===== config.mk =====
export PLATFORM = sky130hd
export DESIGN_NAME = bcms_window
export DESIGN_NICKNAME = d
export VERILOG_FILES = /design/src/design/bcms_pkg.sv /design/src/design/bcms_window.sv
export SDC_FILE = /design/constraint.sdc
export NUM_CORES = 2
export LEC_CHECK = 0
export BUFFER_PORTS_ARGS = -buffer_cell sky130_fd_sc_hd__buf_2
export CELL_PAD_IN_SITES_DETAIL_PLACEMENT = 1
export CELL_PAD_IN_SITES_GLOBAL_PLACEMENT = 2
export CORE_ASPECT_RATIO = 0.5
export CORE_MARGIN = 1.5
export CORE_UTILIZATION = 49
export DETAILED_ROUTE_END_ITERATION = 6
export MAX_ROUTING_LAYER = met4
export PLACE_DENSITY_LB_ADDON = 0.1
export SKIP_CTS_REPAIR_TIMING = 1
export SLEW_MARGIN = 30
export SYNTH_ARGS = -nofsm -noshare
export SYNTH_HDL_FRONTEND = slang
export SYNTH_SLANG_ARGS = --single-unit

===== constraint.sdc =====
create_clock -name clock -period 21.3 [get_ports clock]
set_clock_uncertainty 0.15 [all_clocks]
set_input_delay 2.13 -clock clock [delete_from_list [all_inputs] [get_ports clock]]
set_output_delay 2.13 -clock clock [all_outputs]
set_load 0.02 [all_outputs]

===== src/design/bcms_pkg.sv =====
// Shared constants, types and the curvature operator for the binary curvature smoother.
`timescale 1ns / 1ps

package bcms_pkg;

   // Frame size limits and the counter widths that follow from them.
   localparam int MAX_WIDTH  = 2048;
   localparam int MAX_HEIGHT = 2048;
   localparam int COL_W      = $clog2(MAX_WIDTH);
   // rows count up to the frame height plus two while the flush drains
   localparam int ROW_W      = $clog2(MAX_HEIGHT + 3);

   // Configuration port.
   localparam int CSR_IDX_W  = 2;
   localparam int CSR_DATA_W = 12;

   localparam int RESET_WIDTH      = 640;
   localparam int RESET_HEIGHT     = 480;
   localparam int RESET_FIRST_MODE = 1;

   // Result queue.
   localparam int RSP_DEPTH = 3;
   localparam int RSP_PTR_W = $clog2(RSP_DEPTH);
   localparam int RSP_CNT_W = $clog2(RSP_DEPTH + 1);

   typedef enum logic [CSR_IDX_W-1:0] {
      CSR_FRAME_WIDTH  = 2'd0,
      CSR_FRAME_HEIGHT = 2'd1,
      CSR_FIRST_MODE   = 2'd2
   } csr_index_type;

   // One line buffer entry: pixel one row up and two rows up at this column.
   typedef struct packed {
      logic mid;
      logic top;
   } line_pair_type;

   // One window column, top to bottom.
   typedef struct packed {
      logic top;
      logic mid;
      logic bot;
   } col3_type;

   // 3x3 window, each row as {left, centre, right}.
   typedef struct packed {
      logic [2:0] top;
      logic [2:0] mid;
      logic [2:0] bot;
   } win3_type;

   // Which neighbours lie inside the frame.
   typedef struct packed {
      logic up;
      logic dn;
      logic lf;
      logic rt;
   } nbr_ok_type;

   typedef struct packed {
      logic pixel_out;
      logic last_of_frame;
   } rsp_item_type;

   // One 3-pixel line element; neighbours outside the frame drop out.
   function automatic logic line_op(logic c, logic na, logic oka, logic nb, logic okb,
                                    logic dil);
      logic r;
      if (dil) begin
         r = c | (oka & na) | (okb & nb);
      end else begin
         r = c & (~oka | na) & (~okb | nb);
      end
      return r;
   endfunction

   // dil: AND of four line dilations, else OR of four line erosions.
   function automatic logic curv_eval(win3_type w, nbr_ok_type ok, logic dil);
      logic [3:0] ln;
      logic       r;
      ln[0] = line_op(w.mid[1], w.top[2], ok.up & ok.lf, w.bot[0], ok.dn & ok.rt, dil);
      ln[1] = line_op(w.mid[1], w.mid[2], ok.lf, w.mid[0], ok.rt, dil);
      ln[2] = line_op(w.mid[1], w.top[0], ok.up & ok.rt, w.bot[2], ok.dn & ok.lf, dil);
      ln[3] = line_op(w.mid[1], w.top[1], ok.up, w.bot[1], ok.dn, dil);
      r = dil ? (&ln) : (|ln);
      return r;
   endfunction

endpackage


===== src/design/bcms_window.sv =====
// Two-row line buffer plus column taps that form a 3x3 window around the stream.
`timescale 1ns / 1ps

module bcms_window (
   input  logic                       clock,
   input  logic                       reset,
   input  logic                       advance,
   input  logic [bcms_pkg::COL_W-1:0] wr_col,
   input  logic [bcms_pkg::COL_W-1:0] rd_col,
   input  logic                       pix_new,
   output bcms_pkg::win3_type         win
);

   bcms_pkg::line_pair_type mem [bcms_pkg::MAX_WIDTH];
   bcms_pkg::line_pair_type rd_ff;
   bcms_pkg::line_pair_type byp_data_ff;
   bcms_pkg::line_pair_type rd_pair;
   bcms_pkg::line_pair_type wr_pair;
   logic                    bypass_ff;
   logic                    bypass_in;
   bcms_pkg::col3_type      newest;
   bcms_pkg::col3_type      tap1_ff;
   bcms_pkg::col3_type      tap2_ff;

   // read data is registered; a write to the same address in the read cycle is forwarded
   assign rd_pair = bypass_ff ? byp_data_ff : rd_ff;

   assign wr_pair.mid = pix_new;
   assign wr_pair.top = rd_pair.mid;

   assign newest.top = rd_pair.top;
   assign newest.mid = rd_pair.mid;
   assign newest.bot = pix_new;

   assign bypass_in = advance && (rd_col == wr_col);

   always_ff @(posedge clock) begin
      if (advance) begin
         mem[wr_col] <= wr_pair;
      end
      rd_ff       <= mem[rd_col];
      byp_data_ff <= wr_pair;
   end

   always_ff @(posedge clock) begin
      if (reset) begin
         bypass_ff <= 1'b0;
      end else begin
         bypass_ff <= bypass_in;
      end
   end

   always_ff @(posedge clock) begin
      if (advance) begin
         tap1_ff <= newest;
         tap2_ff <= tap1_ff;
      end
   end

   assign win.top = {tap2_ff.top, tap1_ff.top, newest.top};
   assign win.mid = {tap2_ff.mid, tap1_ff.mid, newest.mid};
   assign win.bot = {tap2_ff.bot, tap1_ff.bot, newest.bot};

endmodule


* Yosys cells after proc, flatten, opt, wreduce, memory -nomap -nowiden *
Memory sizes are Yosys's and may differ from the RTL's. A register that Yosys moved wholly into a read port is not among the register bits.
Cells that the tools add are included.

storage, ports and cells
  register bits = 9
  bits in writable memories = 4096
  input bits = 26
  output and inout port bits = 9
  word-level logic and storage cells = 15
  memories = 1

operators by class
  equality and inequality tests = 1
  muxes and demuxes = 3
  reduce and logical (&&, ||, !) cells = 1

memory list
  memory  depth  bits a word  read ports  clocked after memory_dff  write ports  line               RTL
  mem     2048   2            1           1                         1            bcms_window.sv:14  bcms_pkg::line_pair_type mem [bcms_pkg::MAX_WIDTH];

operator list
  cell                 count
  $eq A11 B11 Y1       1
  $mux W1              2
  $mux W2              1
  $logic_and A1 B1 Y1  1

* Longest topological paths before layout *
  depth after elaboration = 2
  gate-level depth with buffers = 14
  depth with buffers taken out = 8

* Worst setup path before layout *
No wires, ideal clock.

  kind = flip-flop to flip-flop
  start = reg byp_data_ff[1] in the netlist's numbering
  end = mem mem[0][0] in the netlist's numbering (data pin)
  library setup time = 3069 ps
  arrival time = 14011 ps
  data required time = 18081 ps
  setup slack = 4070 ps
  cell stages (with the launch flop) = 2
  buffers on the path = 0
  clock period less this slack = 17230 ps
  path through = dfxtp_1 > mux2_2

RTL lines
  item                      line               RTL
  start: declaration        bcms_window.sv:16  bcms_pkg::line_pair_type byp_data_ff;
  start signal: assignment  bcms_window.sv:42  byp_data_ff <= wr_pair;
  end: declaration          bcms_window.sv:14

==> impl_metrics.csv <==
group,metric,value,unit
outcome,status,"finished, final reports clean",
logic_synthesis,yosysMostFrequentCell,"edfxtp_1",
routing,first_pass_iters,6,
cells_and_area,layout.nets,10100,
logic_synthesis,synth_cells,10200,
sta,setup_viol,0,
cells_and_area,drive_gt1_share,15.6,%
logic_synthesis,ys_seq_area_share,72.7,%
critical_path,max_stage_delay,820,ps
grt,grt_pass1_wl,779,mm
critical_path,crit_family,"buffers and inverters",
logic_synthesis,synth_edf_count,4102,
grt,overflow,0,
clock_network,cts_buffers,374,
grt,antenna_found_initial,73,
logic_synthesis,synth_fa_ha_area_share,0,%
pwr,power_switching,3880,µW
floorplan,die_w,835,µm
sta,max_freq,122,MHz
cells_and_area,post-route-util,54.1,%
routing,ant_nets,0,
clock_network,cts_tree,"done",
clock_network,root_buffer,"clkbuf_16",
sta,fin_crit_sh,38.5,%
pwr,seqPwrFrac,53.9,%
placed_design,place_hpwl,339,mm
clock_network,cts_sinks,4107,
sta,worst_pin_slew,1110,ps
critical_path,required,22030,ps
floorplan,num_rows,152,
floorplan,die_height,419,µm
clock_network,htreeDepth,5,
critical_path,timing.critical_path.mode_cell,"buf_4",
pwr,powerDensity,91.1,mW/mm²
worst_hold_path,hold_class,"reg2reg",
critical_path,crit_chain,"buf_12, buf_12, buf_4, buf_4, buf_4, buf_4, mux2i_1, o221ai_1, a21oi_1, nor4_1, nand4_1, nor4_2, o211ai_1, nand4_1",
logic_synthesis,synth_top_area_share,72.6,%
clock_network,clk_latency,950,ps
sta,hold_viol,0,
sta,tns,0,ps
pwr,p_int,13100,µW
routing,viasPerCell,6.57,
floorplan,initial_core_util,49.3,%
logic_synthesis,synth-simple-area-share,6.86,%
floorplan,core_area,0.344,mm²
logic_synthesis,muxShareOfSynthArea,13.5,%
cells_and_area,fill_cells,31300,
logic_synthesis,synth_common_cells,"edfxtp_1, nor2_1, mux2i_1",
logic_synthesis,syn-num-nets,10200,
logic_synthesis,synth-seq-cells,4107,
logic_synthesis,avgSynthCellArea,16.7,µm²
placed_design,place_congestion,0.890,
logic_synthesis,yosys-top-cells-area,"edfxtp_1, mux4_2, nor2_1",
logic_synthesis,synth_area_leader_cell,"edfxtp_1",
floorplan,dieArea,0.350,mm²
critical_path,arrival,8940,ps
logic_synthesis,synthDistinctLibCells,82,
logic_synthesis,synth_top_family_by_area,"multiplexers",
placed_design,io_buffers,34,
clock_network,clk_pin_slew,60,ps
critical_path,end_kind,"register",
clock_network,cts_buffer_depth,4,
floorplan,io_pins,35,
routing,route.detailed.drc,0,
grt,grtUsageTotal,32.7,%
critical_path,cp-start-kind,"input port",
critical_path,cp_slowest_cell,"buf_4",
sta,layout_setup_ws,13090,ps
placed_design,place_area,0.174,mm²
logic_synthesis,yosysWarnings,0,
cells_and_area,syn_to_final_growth,9.58,%
logic_synthesis,synthArstFlopShare,0,%
pwr,peakVddDrop,0.0684,mV
sta,rsz0062_at_grt,"no",
critical_path,critical_path_class,"in2reg",
routing,wl,562,mm
critical_path,cp_num_buf_inv,6,
routing,dr.first_iter.drc_count,15200,
cells_and_area,fin_area,0.186,mm²
critical_path,crit_path_max_fanout,98,
pwr,p_sw_share,22.9,%
sta,maxSlewViolCount,0,
pwr,p_comb_share,6.3,%
logic_synthesis,netlist_area,0.170,mm²
pwr,p_leak,0.0567,µW
sta,timing.slew.headroom,25.8,%
logic_synthesis,synth-xor-area-share,0.0568,%
sta,period_minus_slack,8210,ps
grt,grt_max_degree,225,
logic_synthesis,ys.flop_type,"edfxtp_1",
logic_synthesis,synth_compound_area_share,3.78,%
critical_path,ff2ff_setup_slack,16040,ps
pwr,p_clk_share,39.8,%
routing,vias,98500,
routing,detail_route.wl_per_cell,37.5,µm
grt,grt_pass1_vias,99100,
flow_run,drv_cap,0,
placed_design,dpl_worst_slack,12240,ps
## metal layers
layer	up-vias	share of wire (%)	global-route usage, %
met1	53100	43	48.6
met4	0	2.4	7.08
met5	-	0	-
met2	5127	44	47.5
li1	39600	-	-
met3	728	11	6.18
## power by group through the flow
stage               Combinational, µW  Clock [µW]  Sequential, µW
finish                           1070        6750            9120
global route                     1120        7070            9120
CTS                              1060        6810            9120
detailed placement               1050           0            9300
global placement                 1040           0            9300
floorplan                         579           0            9580
## registers in the layout (all words and copies together), names as in the netlist
| register | cells |
|---|---|
| byp_data_ff | 2 |
| bypass_ff | 1 |
| mem | 4096 |
| rd_ff | 2 |
| win | 6 |
## path summary, 6_finish.rpt
| path | from | cells after the start | endpoint |
|---|---|---|---|
| min | win[4] | 0 | win[5] |
| min reg2reg | win[4] | 0 | win[5] |
| max reg2reg | rd_ff[1] | 5 | mem[1277][0] |
| max | rd_col[0] | 14 | rd_ff[0] |
## cell type report
| type | count | area (µm²) | share of cell area (%) |
|---|---|---|---|
| flip-flops and latches | 4107 | 123000 | 66.3 |
| clock inverters | 201 | 1810 | 0.971 |
| repair buffers | 373 | 3150 | 1.69 |
| inverters | 7 | 41.3 | 0.0222 |
| multi-input cells | 5194 | 41900 | 22.5 |
| clock buffers | 459 | 9890 | 5.32 |
| diodes | 30 | 75.1 | 0.0404 |
| well taps | 4620 | 5780 | 3.11 |
## layout by cell type (no fill, tap or decap), types with 92 or more instances in the layout
| cell | instances |
|---|---|
| nor2_1 | 2176 |
| o21ai_0 | 92 |
| o22ai_1 | 180 |
| o221ai_1 | 259 |
| clkbuf_16 | 383 |
| a21oi_1 | 125 |
| nor3_1 | 141 |
| nand2_1 | 205 |
| edfxtp_1 | 4102 |
| mux2i_1 | 802 |
| buf_4 | 307 |
| mux4_2 | 588 |
## logic make-up after synthesis
group           after synthesis
compound gates              879
simple gates               2844
flops                      4107
xor+xnor                     11
mux                        1460
buf+inv                     865
## per-stage QoR
stage	cells	power, µW	hold WS, ps
CTS	15000	17000	296
global route	15000	17300	319
detailed placement	14300	10400	284
finish	15000	16900	295
floorplan	10200	10200	439
global placement	14300	10300	277
## worst reg2reg max path: cells and delay by family (launching register included)
kind	cells	cell delay (ps)
mux	1	540
flops	1	760
buf+inv	4	3420
Note: power is estimated with default switching activity, not from simulation.
