## src/design/bcms_pkg.sv

```systemverilog
// Shared constants, types and the curvature operator for the binary curvature smoother.
`timescale 1ns / 1ps

package bcms_pkg;

   // Frame size limits and the counter widths that follow from them.
   localparam int MAX_WIDTH  = 2048;
   localparam int MAX_HEIGHT = 2048;
   localparam int COL_W      = $clog2(MAX_WIDTH);
   // rows count up to the frame height plus two while the flush drains
   localparam int ROW_W      = $clog2(MAX_HEIGHT + 3);

   // Configuration port.
   localparam int CSR_IDX_W  = 2;
   localparam int CSR_DATA_W = 12;

   localparam int RESET_WIDTH      = 640;
   localparam int RESET_HEIGHT     = 480;
   localparam int RESET_FIRST_MODE = 1;

   // Result queue.
   localparam int RSP_DEPTH = 3;
   localparam int RSP_PTR_W = $clog2(RSP_DEPTH);
   localparam int RSP_CNT_W = $clog2(RSP_DEPTH + 1);

   typedef enum logic [CSR_IDX_W-1:0] {
      CSR_FRAME_WIDTH  = 2'd0,
      CSR_FRAME_HEIGHT = 2'd1,
      CSR_FIRST_MODE   = 2'd2
   } csr_index_type;

   // One line buffer entry: pixel one row up and two rows up at this column.
   typedef struct packed {
      logic mid;
      logic top;
   } line_pair_type;

   // One window column, top to bottom.
   typedef struct packed {
      logic top;
      logic mid;
      logic bot;
   } col3_type;

   // 3x3 window, each row as {left, centre, right}.
   typedef struct packed {
      logic [2:0] top;
      logic [2:0] mid;
      logic [2:0] bot;
   } win3_type;

   // Which neighbours lie inside the frame.
   typedef struct packed {
      logic up;
      logic dn;
      logic lf;
      logic rt;
   } nbr_ok_type;

   typedef struct packed {
      logic pixel_out;
      logic last_of_frame;
   } rsp_item_type;

   // One 3-pixel line element; neighbours outside the frame drop out.
   function automatic logic line_op(logic c, logic na, logic oka, logic nb, logic okb,
                                    logic dil);
      logic r;
      if (dil) begin
         r = c | (oka & na) | (okb & nb);
      end else begin
         r = c & (~oka | na) & (~okb | nb);
      end
      return r;
   endfunction

   // dil: AND of four line dilations, else OR of four line erosions.
   function automatic logic curv_eval(win3_type w, nbr_ok_type ok, logic dil);
      logic [3:0] ln;
      logic       r;
      ln[0] = line_op(w.mid[1], w.top[2], ok.up & ok.lf, w.bot[0], ok.dn & ok.rt, dil);
      ln[1] = line_op(w.mid[1], w.mid[2], ok.lf, w.mid[0], ok.rt, dil);
      ln[2] = line_op(w.mid[1], w.top[0], ok.up & ok.rt, w.bot[2], ok.dn & ok.lf, dil);
      ln[3] = line_op(w.mid[1], w.top[1], ok.up, w.bot[1], ok.dn, dil);
      r = dil ? (&ln) : (|ln);
      return r;
   endfunction

endpackage

```

## src/design/bcms_channels.sv

```systemverilog


interface bcms_rsp_if;
   logic valid;
   logic ready;
   logic pixel_out;
   logic last_of_frame;
   modport source (output valid, output pixel_out, output last_of_frame, input ready);
   modport sink (input valid, input pixel_out, input last_of_frame, output ready);
endinterface


```

## src/design/bcms_rsp_fifo.sv

```systemverilog
// Small result queue that decouples the pixel pipeline from the response channel.
`timescale 1ns / 1ps

module bcms_rsp_fifo (
   input  logic                           clock,
   input  logic                           reset,
   input  logic                           push,
   input  bcms_pkg::rsp_item_type         push_item,
   output logic [bcms_pkg::RSP_CNT_W-1:0] count,
   bcms_rsp_if.source                     rsp
);

   bcms_pkg::rsp_item_type           store [bcms_pkg::RSP_DEPTH];
   logic [bcms_pkg::RSP_PTR_W-1:0]   wr_ptr_ff, wr_ptr_in;
   logic [bcms_pkg::RSP_PTR_W-1:0]   rd_ptr_ff, rd_ptr_in;
   logic [bcms_pkg::RSP_CNT_W-1:0]   count_ff, count_in;
   logic                             pop;
   bcms_pkg::rsp_item_type           head;

   assign head              = store[rd_ptr_ff];
   assign rsp.valid         = (count_ff != '0);
   assign rsp.pixel_out     = head.pixel_out;
   assign rsp.last_of_frame = head.last_of_frame;
   assign pop               = rsp.valid && rsp.ready;
   assign count             = count_ff;

   always_comb begin
      wr_ptr_in = wr_ptr_ff;
      rd_ptr_in = rd_ptr_ff;
      count_in  = count_ff;
      if (push) begin
         wr_ptr_in = (wr_ptr_ff == bcms_pkg::RSP_PTR_W'(bcms_pkg::RSP_DEPTH - 1)) ?
                     '0 : wr_ptr_ff + 1'b1;
      end
      if (pop) begin
         rd_ptr_in = (rd_ptr_ff == bcms_pkg::RSP_PTR_W'(bcms_pkg::RSP_DEPTH - 1)) ?
                     '0 : rd_ptr_ff + 1'b1;
      end
      if (push && !pop) begin
         count_in = count_ff + 1'b1;
      end else if (pop && !push) begin
         count_in = count_ff - 1'b1;
      end
   end

   always_ff @(posedge clock) begin
      if (push) begin
         store[wr_ptr_ff] <= push_item;
      end
   end

   always_ff @(posedge clock) begin
      if (reset) begin
         wr_ptr_ff <= '0;
         rd_ptr_ff <= '0;
         count_ff  <= '0;
      end else begin
         wr_ptr_ff <= wr_ptr_in;
         rd_ptr_ff <= rd_ptr_in;
         count_ff  <= count_in;
      end
   end

endmodule

```

## src/flat_wrapper.sv

```systemverilog
// flat-port wrapper written by rule: the top's interface ports become plain ports
module bcms_rsp_fifo_flat 
  (clock, reset, push, push_item, count, rsp_valid, rsp_pixel_out, rsp_last_of_frame, rsp_ready);
  bcms_rsp_if rsp_i ();
  input  logic clock;
  input  logic reset;
  input  logic push;
  input  bcms_pkg::rsp_item_type push_item;
  output logic [bcms_pkg::RSP_CNT_W-1:0] count;
  output wire logic [$bits(rsp_i.valid)-1:0] rsp_valid;
  output wire logic [$bits(rsp_i.pixel_out)-1:0] rsp_pixel_out;
  output wire logic [$bits(rsp_i.last_of_frame)-1:0] rsp_last_of_frame;
  input wire logic [$bits(rsp_i.ready)-1:0] rsp_ready;
  assign rsp_valid = rsp_i.valid;
  assign rsp_pixel_out = rsp_i.pixel_out;
  assign rsp_last_of_frame = rsp_i.last_of_frame;
  assign rsp_i.ready = rsp_ready;
  bcms_rsp_fifo u_core (.clock(clock), .reset(reset), .push(push), .push_item(push_item), .count(count), .rsp(rsp_i));
endmodule
```

## config.mk

```make
export PLATFORM = sky130hd
export DESIGN_NAME = bcms_rsp_fifo_flat
export DESIGN_NICKNAME = d
export VERILOG_FILES = /design/src/design/bcms_pkg.sv /design/src/design/bcms_channels.sv /design/src/design/bcms_rsp_fifo.sv /design/src/flat_wrapper.sv
export SDC_FILE = /design/constraint.sdc
export NUM_CORES = 1
export LEC_CHECK = 0
export BUFFER_PORTS_ARGS = -buffer_cell sky130_fd_sc_hd__buf_2
export CELL_PAD_IN_SITES_DETAIL_PLACEMENT = 0
export CELL_PAD_IN_SITES_GLOBAL_PLACEMENT = 1
export CORE_MARGIN = 8
export CORE_UTILIZATION = 40
export DETAILED_ROUTE_END_ITERATION = 16
export PLACE_DENSITY = 0.73
export SLEW_MARGIN = 10
export SYNTH_ARGS = -nofsm -noshare
export SYNTH_HDL_FRONTEND = slang
export SYNTH_SLANG_ARGS = --single-unit
```

## constraint.sdc

```tcl
create_clock -name clock -period 3.85 [get_ports clock]
set_input_delay 0.385 -clock clock [delete_from_list [all_inputs] [get_ports clock]]
set_output_delay 0.385 -clock clock [all_outputs]
set_load 0.03 [all_outputs]
```

Yosys cells after proc, flatten, opt, wreduce, memory -nomap -nowiden
Memory sizes are Yosys's and may differ from the RTL's. A register that Yosys moved wholly into a read port is not among the register bits.
Index checks and enable logic that the tools add are counted.
Widths: inputs -> output; s select.
- memories kept: 1
- RAM bits: 6
- logic and storage cells: 25
- bits in registers: 6
- ROM bits: 0
- output and inout bits: 5
- input port bits: 6
- bits in latches: 0
- multiplexer cells: 8
- add/sub/neg operators: 4
- multiply operators: 0
- bitwise logic cells: 0
- div/mod/pow operators: 0
- magnitude comparators: 0
- equal/unequal tests: 2
- shift operators: 0
- reductions and logical operators: 7
- memories (name ; depth ; width ; read ports ; clocked after memory_dff ; wr ports ; line ; RTL):
    u_core.store ; 3 ; 2 ; 1 ; 1 ; 1 ; bcms_rsp_fifo.sv:13 ; bcms_pkg::rsp_item_type store [bcms_pkg::RSP_DEPTH];
- operator list (kind ; number):
    $mux 2 ; 6
    $add 2x1->2 const B ; 3
    $eq 2x2->1 const B ; 2
    $reduce_bool 2->1 ; 2
    $logic_and 1x1->1 ; 3
    $logic_not 1->1 ; 2
    $mux 1 ; 2
    $sub 2x1->2 const B ; 1

Longest topological paths before layout
- depth after elaboration: 5
- depth in mapped cells: 5

Least setup slack after synthesis
Ideal clock, no wire load.
- path type: reg-to-reg
- from: register u_core.count_ff, in the netlist u_core.count[0]
- to: register u_core.count_ff, in the netlist u_core.count[1]
- path slack: 2321 ps
- data arrival time: 1460 ps
- library setup time: 70 ps
- data required time: 3780 ps
- period minus slack after synthesis: 1529 ps
- stages on the path, launching flop included: 5
- cells stage by stage: dfxtp_1 o21ai_2 ha_1 or3_1 a21oi_1
- word-level cells in the longest chain between the ends: 5
- RTL lines (item ; line ; RTL):
    start: declaration ; bcms_rsp_fifo.sv:16 ; logic [bcms_pkg::RSP_CNT_W-1:0] count_ff, count_in;
    start signal: assignment ; bcms_rsp_fifo.sv:60 ; count_ff <= count_in;
    branches (longest 5 deep; another with $sub 2x1->2) ; -- ;
Parallel ways; which one is timed is not known. The select of a mux whose other input is x is not followed.
A chain may end at the register's enable or synchronous reset.

Final worst setup path
- from: register u_core.count_ff, in the netlist u_core.count[0]
- to: output port rsp_valid
- word-level cells in the longest chain between the ends: 1
- RTL lines (item ; line ; RTL):
    $reduce_bool 2->1 ; bcms_rsp_fifo.sv:21 ; assign rsp.valid = (count_ff != '0);
    end: declaration ; flat_wrapper.sv:10 ; output wire logic [$bits(rsp_i.valid)-1:0] rsp_valid;
No other way between the ends.

==> insert_results.sql <==
INSERT INTO impl_metrics (metric_group, metric, value, unit) VALUES
('timing', 'final_min_period_over_clock_period', '0.380', ''),
('setup_path', 'critPathCaptureType', 'output pin', ''),
('finish', 'post_route_cells_drive_above_1_share', '0.288', ''),
('timing', 'worstMarginPinSlew', '441', 'ps'),
('die', 'floorplan.die_area', '0.00274', 'sq mm'),
('yosys', 'post_synth_fa_ha_maj_area_fraction', '0.0236', ''),
('finish', 'fin_nets', '67', ''),
('yosys', 'yosysWarningCount', '0', ''),
('finish', 'finalInstanceArea', '624', 'sq um'),
('clock_network', 'cts.root.buffer_cell', 'clkbuf_4', ''),
('clock_network', 'htreeDepth', '1', ''),
('yosys', 'yosysSeqAreaShare', '0.643', ''),
('timing', 'final.hold.worst_slack', '319', 'ps'),
('yosys', 'synthCells', '45', ''),
('routing', 'drt_drc_violations_left', '0', ''),
('placement', 'place_congestion', '0.688', ''),
('flow_run', 'cap_violations', '0', ''),
('hold_path', 'holdCritPathClass', 'in2reg', ''),
('global_route', 'globalRouteOverflowTotal', '0', ''),
('yosys', 'synth_mux_area_frac', '0.0591', ''),
('clock_network', 'clkSlewWorstSetupHoldPaths', '70', 'ps'),
('routing', 'detail_route.vias_per_cell', '4.64', ''),
('die', 'dieWidth', '52.4', 'um'),
('yosys', 'yosysUniqueCellTypes', '17', ''),
('routing', 'routed_via_count', '343', ''),
('clock_network', 'post-cts-setup-buffers', '0', ''),
('die', 'num_ports', '11', ''),
('timing', 'final_hold_viol_count', '0', ''),
('clock_network', 'tritoncts', 'yes', ''),
('clock_network', 'cts-root-to-sink-buffers', '2', ''),
('finish', 'num_antenna_cells', '0', ''),
('clock_network', 'cts_resized', '0', ''),
('routing', 'drt_pass1_iterations', '3', ''),
('yosys', 'yosys_register_bits', '14', ''),
('timing', 'fmax', '683', 'MHz'),
('die', 'floorplan.rows', '13', ''),
('timing', 'timing.final.setup_violations', '0', ''),
('finish', 'areaGrowthSynthToFinish', '18.0', '%'),
('clock_network', 'cts_buffers', '3', ''),
('timing', 'finalSetupTns', '0', 'ps'),
('global_route', 'grt_start_max_net_pins', '9', ''),
('clock_network', 'cts.sinks', '14', ''),
('yosys', 'basic_gate_share_of_the_synthesized_area_counting_and_or_nand_and_nor_cells', '0.144', ''),
('global_route', 'grt_antenna_before_repair', '0', ''),
('pwr', 'p_per_area', '688', 'mW/mm^2'),
('placement', 'place.detailed.hpwl', '596', 'um'),
('setup_path', 'critPathRequiredTime', '3460', 'ps'),
('placement', 'number_of_buffers_added_on_ports', '10', ''),
('run_status', 'outcome', 'complete, no violations', ''),
('setup_path', 'critPathMaxFanout', '5', ''),
('die', 'die_height', '52.4', 'um'),
('setup_path', 'crit_path_start_kind', 'flip-flop', ''),
('yosys', 'postSynthAreaPerCell', '11.8', 'sq um'),
('setup_path', 'crit_arrival', '1080', 'ps'),
('yosys', 'mappedNetlistNets', '52', ''),
('global_route', 'first_pass_grt_wire_length', '1260', 'um'),
('placement', 'dpl_cell_area', '598', 'sq um'),
('timing', 'rsz0062_at_grt', 'false', ''),
('clock_network', 'cts-hold-fix-buffers', '0', ''),
('yosys', 'synth_area', '529', 'sq um'),
('timing', 'final_period_minus_worst_setup_slack', '1460', 'ps'),
('yosys', 'synth_top_family_by_area', 'simple AND/OR/NAND/NOR gates', ''),
('clock_network', 'worst_skew_pair.late_latency', '260', 'ps'),
('routing', 'route.antenna.remaining_nets', '0', ''),
('routing', 'drt_wl_total', '751', 'um'),
('pwr', 'cellLeakagePower', '0.247', 'nW'),
('timing', 'clock-skew-final', '2.46', 'ps'),
('routing', 'drt_first_iter_violations', '7', ''),
('yosys', 'synth_area_in_compound_gates', '0.0898', ''),
('routing', 'wl_per_cell', '10.1', 'um'),
('die', 'core_region_area', '0.00127', 'sq mm'),
('pwr', 'ir_worst_vdd', '0.327', 'mV'),
('timing', 'slew_viol_final', '0', ''),
('global_route', 'grt_usage', '0.0652', ''),
('timing', 'slew-limit-headroom', '0.705', ''),
('die', 'initial_utilization', '0.417', ''),
('global_route', 'first_global_vias', '331', ''),
('setup_path', 'timing_worst_setup_path_type', 'reg2out', ''),
('finish', 'final_standard_cell_utilization_of_the_core', '0.492', ''),
('yosys', 'yosys.area_share.xor_xnor', '0.0331', '');
-- report_power, final --
part | internal, mW | total, mW | switching, mW
clock network | 0.0400 | 0.0794 | 0.0394
logic | 0.0547 | 0.148 | 0.0929
registers | 0.179 | 0.202 | 0.0232
-- through the flow --
stage	setup slack (ps)	std cells	total power [mW]
after floorplan	2320	45	0.313
after global placement	2450	70	0.353
after detailed placement	2420	70	0.355
after CTS	2360	74	0.438
after global routing	2330	74	0.461
final	2390	74	0.429
-- cells in the final DEF, fill, tap and decap left out, drive strengths merged, types with 2 or more instances in the layout --
master,instances
clkbuf,4
buf,10
o21ai,4
a21oi,4
or3,2
edfxtp,6
mux2i,2
nand2,6
dfxtp,8
nor2,5
xor2,2
-- critical path, stage by stage (launching register included) --
cell and delay, ps:
dfxtp_1 360, or2_2 280, buf_2 180
-- final timing paths --
| check | slack, ps | start | cells past startpoint | endpoint |
|---|---|---|---|---|
| max reg2reg | 2430 | u_core.count[0] | 4 | u_core.count[1] |
| min | 320 | push_item[0] | 1 | u_core.store[2][0] |
| max | 2390 | u_core.count[0] | 2 | rsp_valid |
| min reg2reg | 490 | u_core.rd_ptr_ff[1] | 2 | flip-flop |
-- kinds of logic after synthesis --
kind of cell | after synthesis
AO/OA/AOI/OAI | 8
XOR/XNOR | 2
adder cells (fa/ha/maj) | 1
buffers and inverters | 1
flip-flops | 14
multiplexers | 3
AND/OR/NAND/NOR | 16
-- routing by layer --
layer	GRT usage	share of wire	up-vias
li1	-	-	186
met1	0.0623	0.40	150
met2	0.101	0.52	5
met3	0.0284	0.056	2
met4	0.0647	0.011	0
met5	0	0	-
-- cells in the mapped netlist --
| library cell | count | area share |
|---|---|---|
| mux2_2 | 1 | 0.021 |
| ha_1 | 1 | 0.024 |
| or3b_1 | 1 | 0.017 |
| inv_1 | 1 | 0.0071 |
| xor2_1 | 2 | 0.033 |
| o21ai_2 | 1 | 0.017 |
| nand2_1 | 6 | 0.043 |
| nor2_1 | 5 | 0.035 |
| a21oi_1 | 3 | 0.028 |
| a21oi_2 | 1 | 0.017 |
| mux2i_1 | 2 | 0.038 |
| or3_1 | 2 | 0.024 |
| dfxtp_1 | 8 | 0.30 |
| edfxtp_1 | 6 | 0.34 |
| o21ai_0 | 3 | 0.028 |
| nor3b_1 | 1 | 0.014 |
| or2_2 | 1 | 0.012 |
-- cell type report --
cell class              instances  area (sq um)
well taps                      15          18.8
repair buffers                 10          50.0
inverters                       1          3.75
multi-input cells              30           185
fillers                       124           644
clock buffers                   4          26.3
flip-flops and latches         14           340
Power figures use the tool's default switching activity.
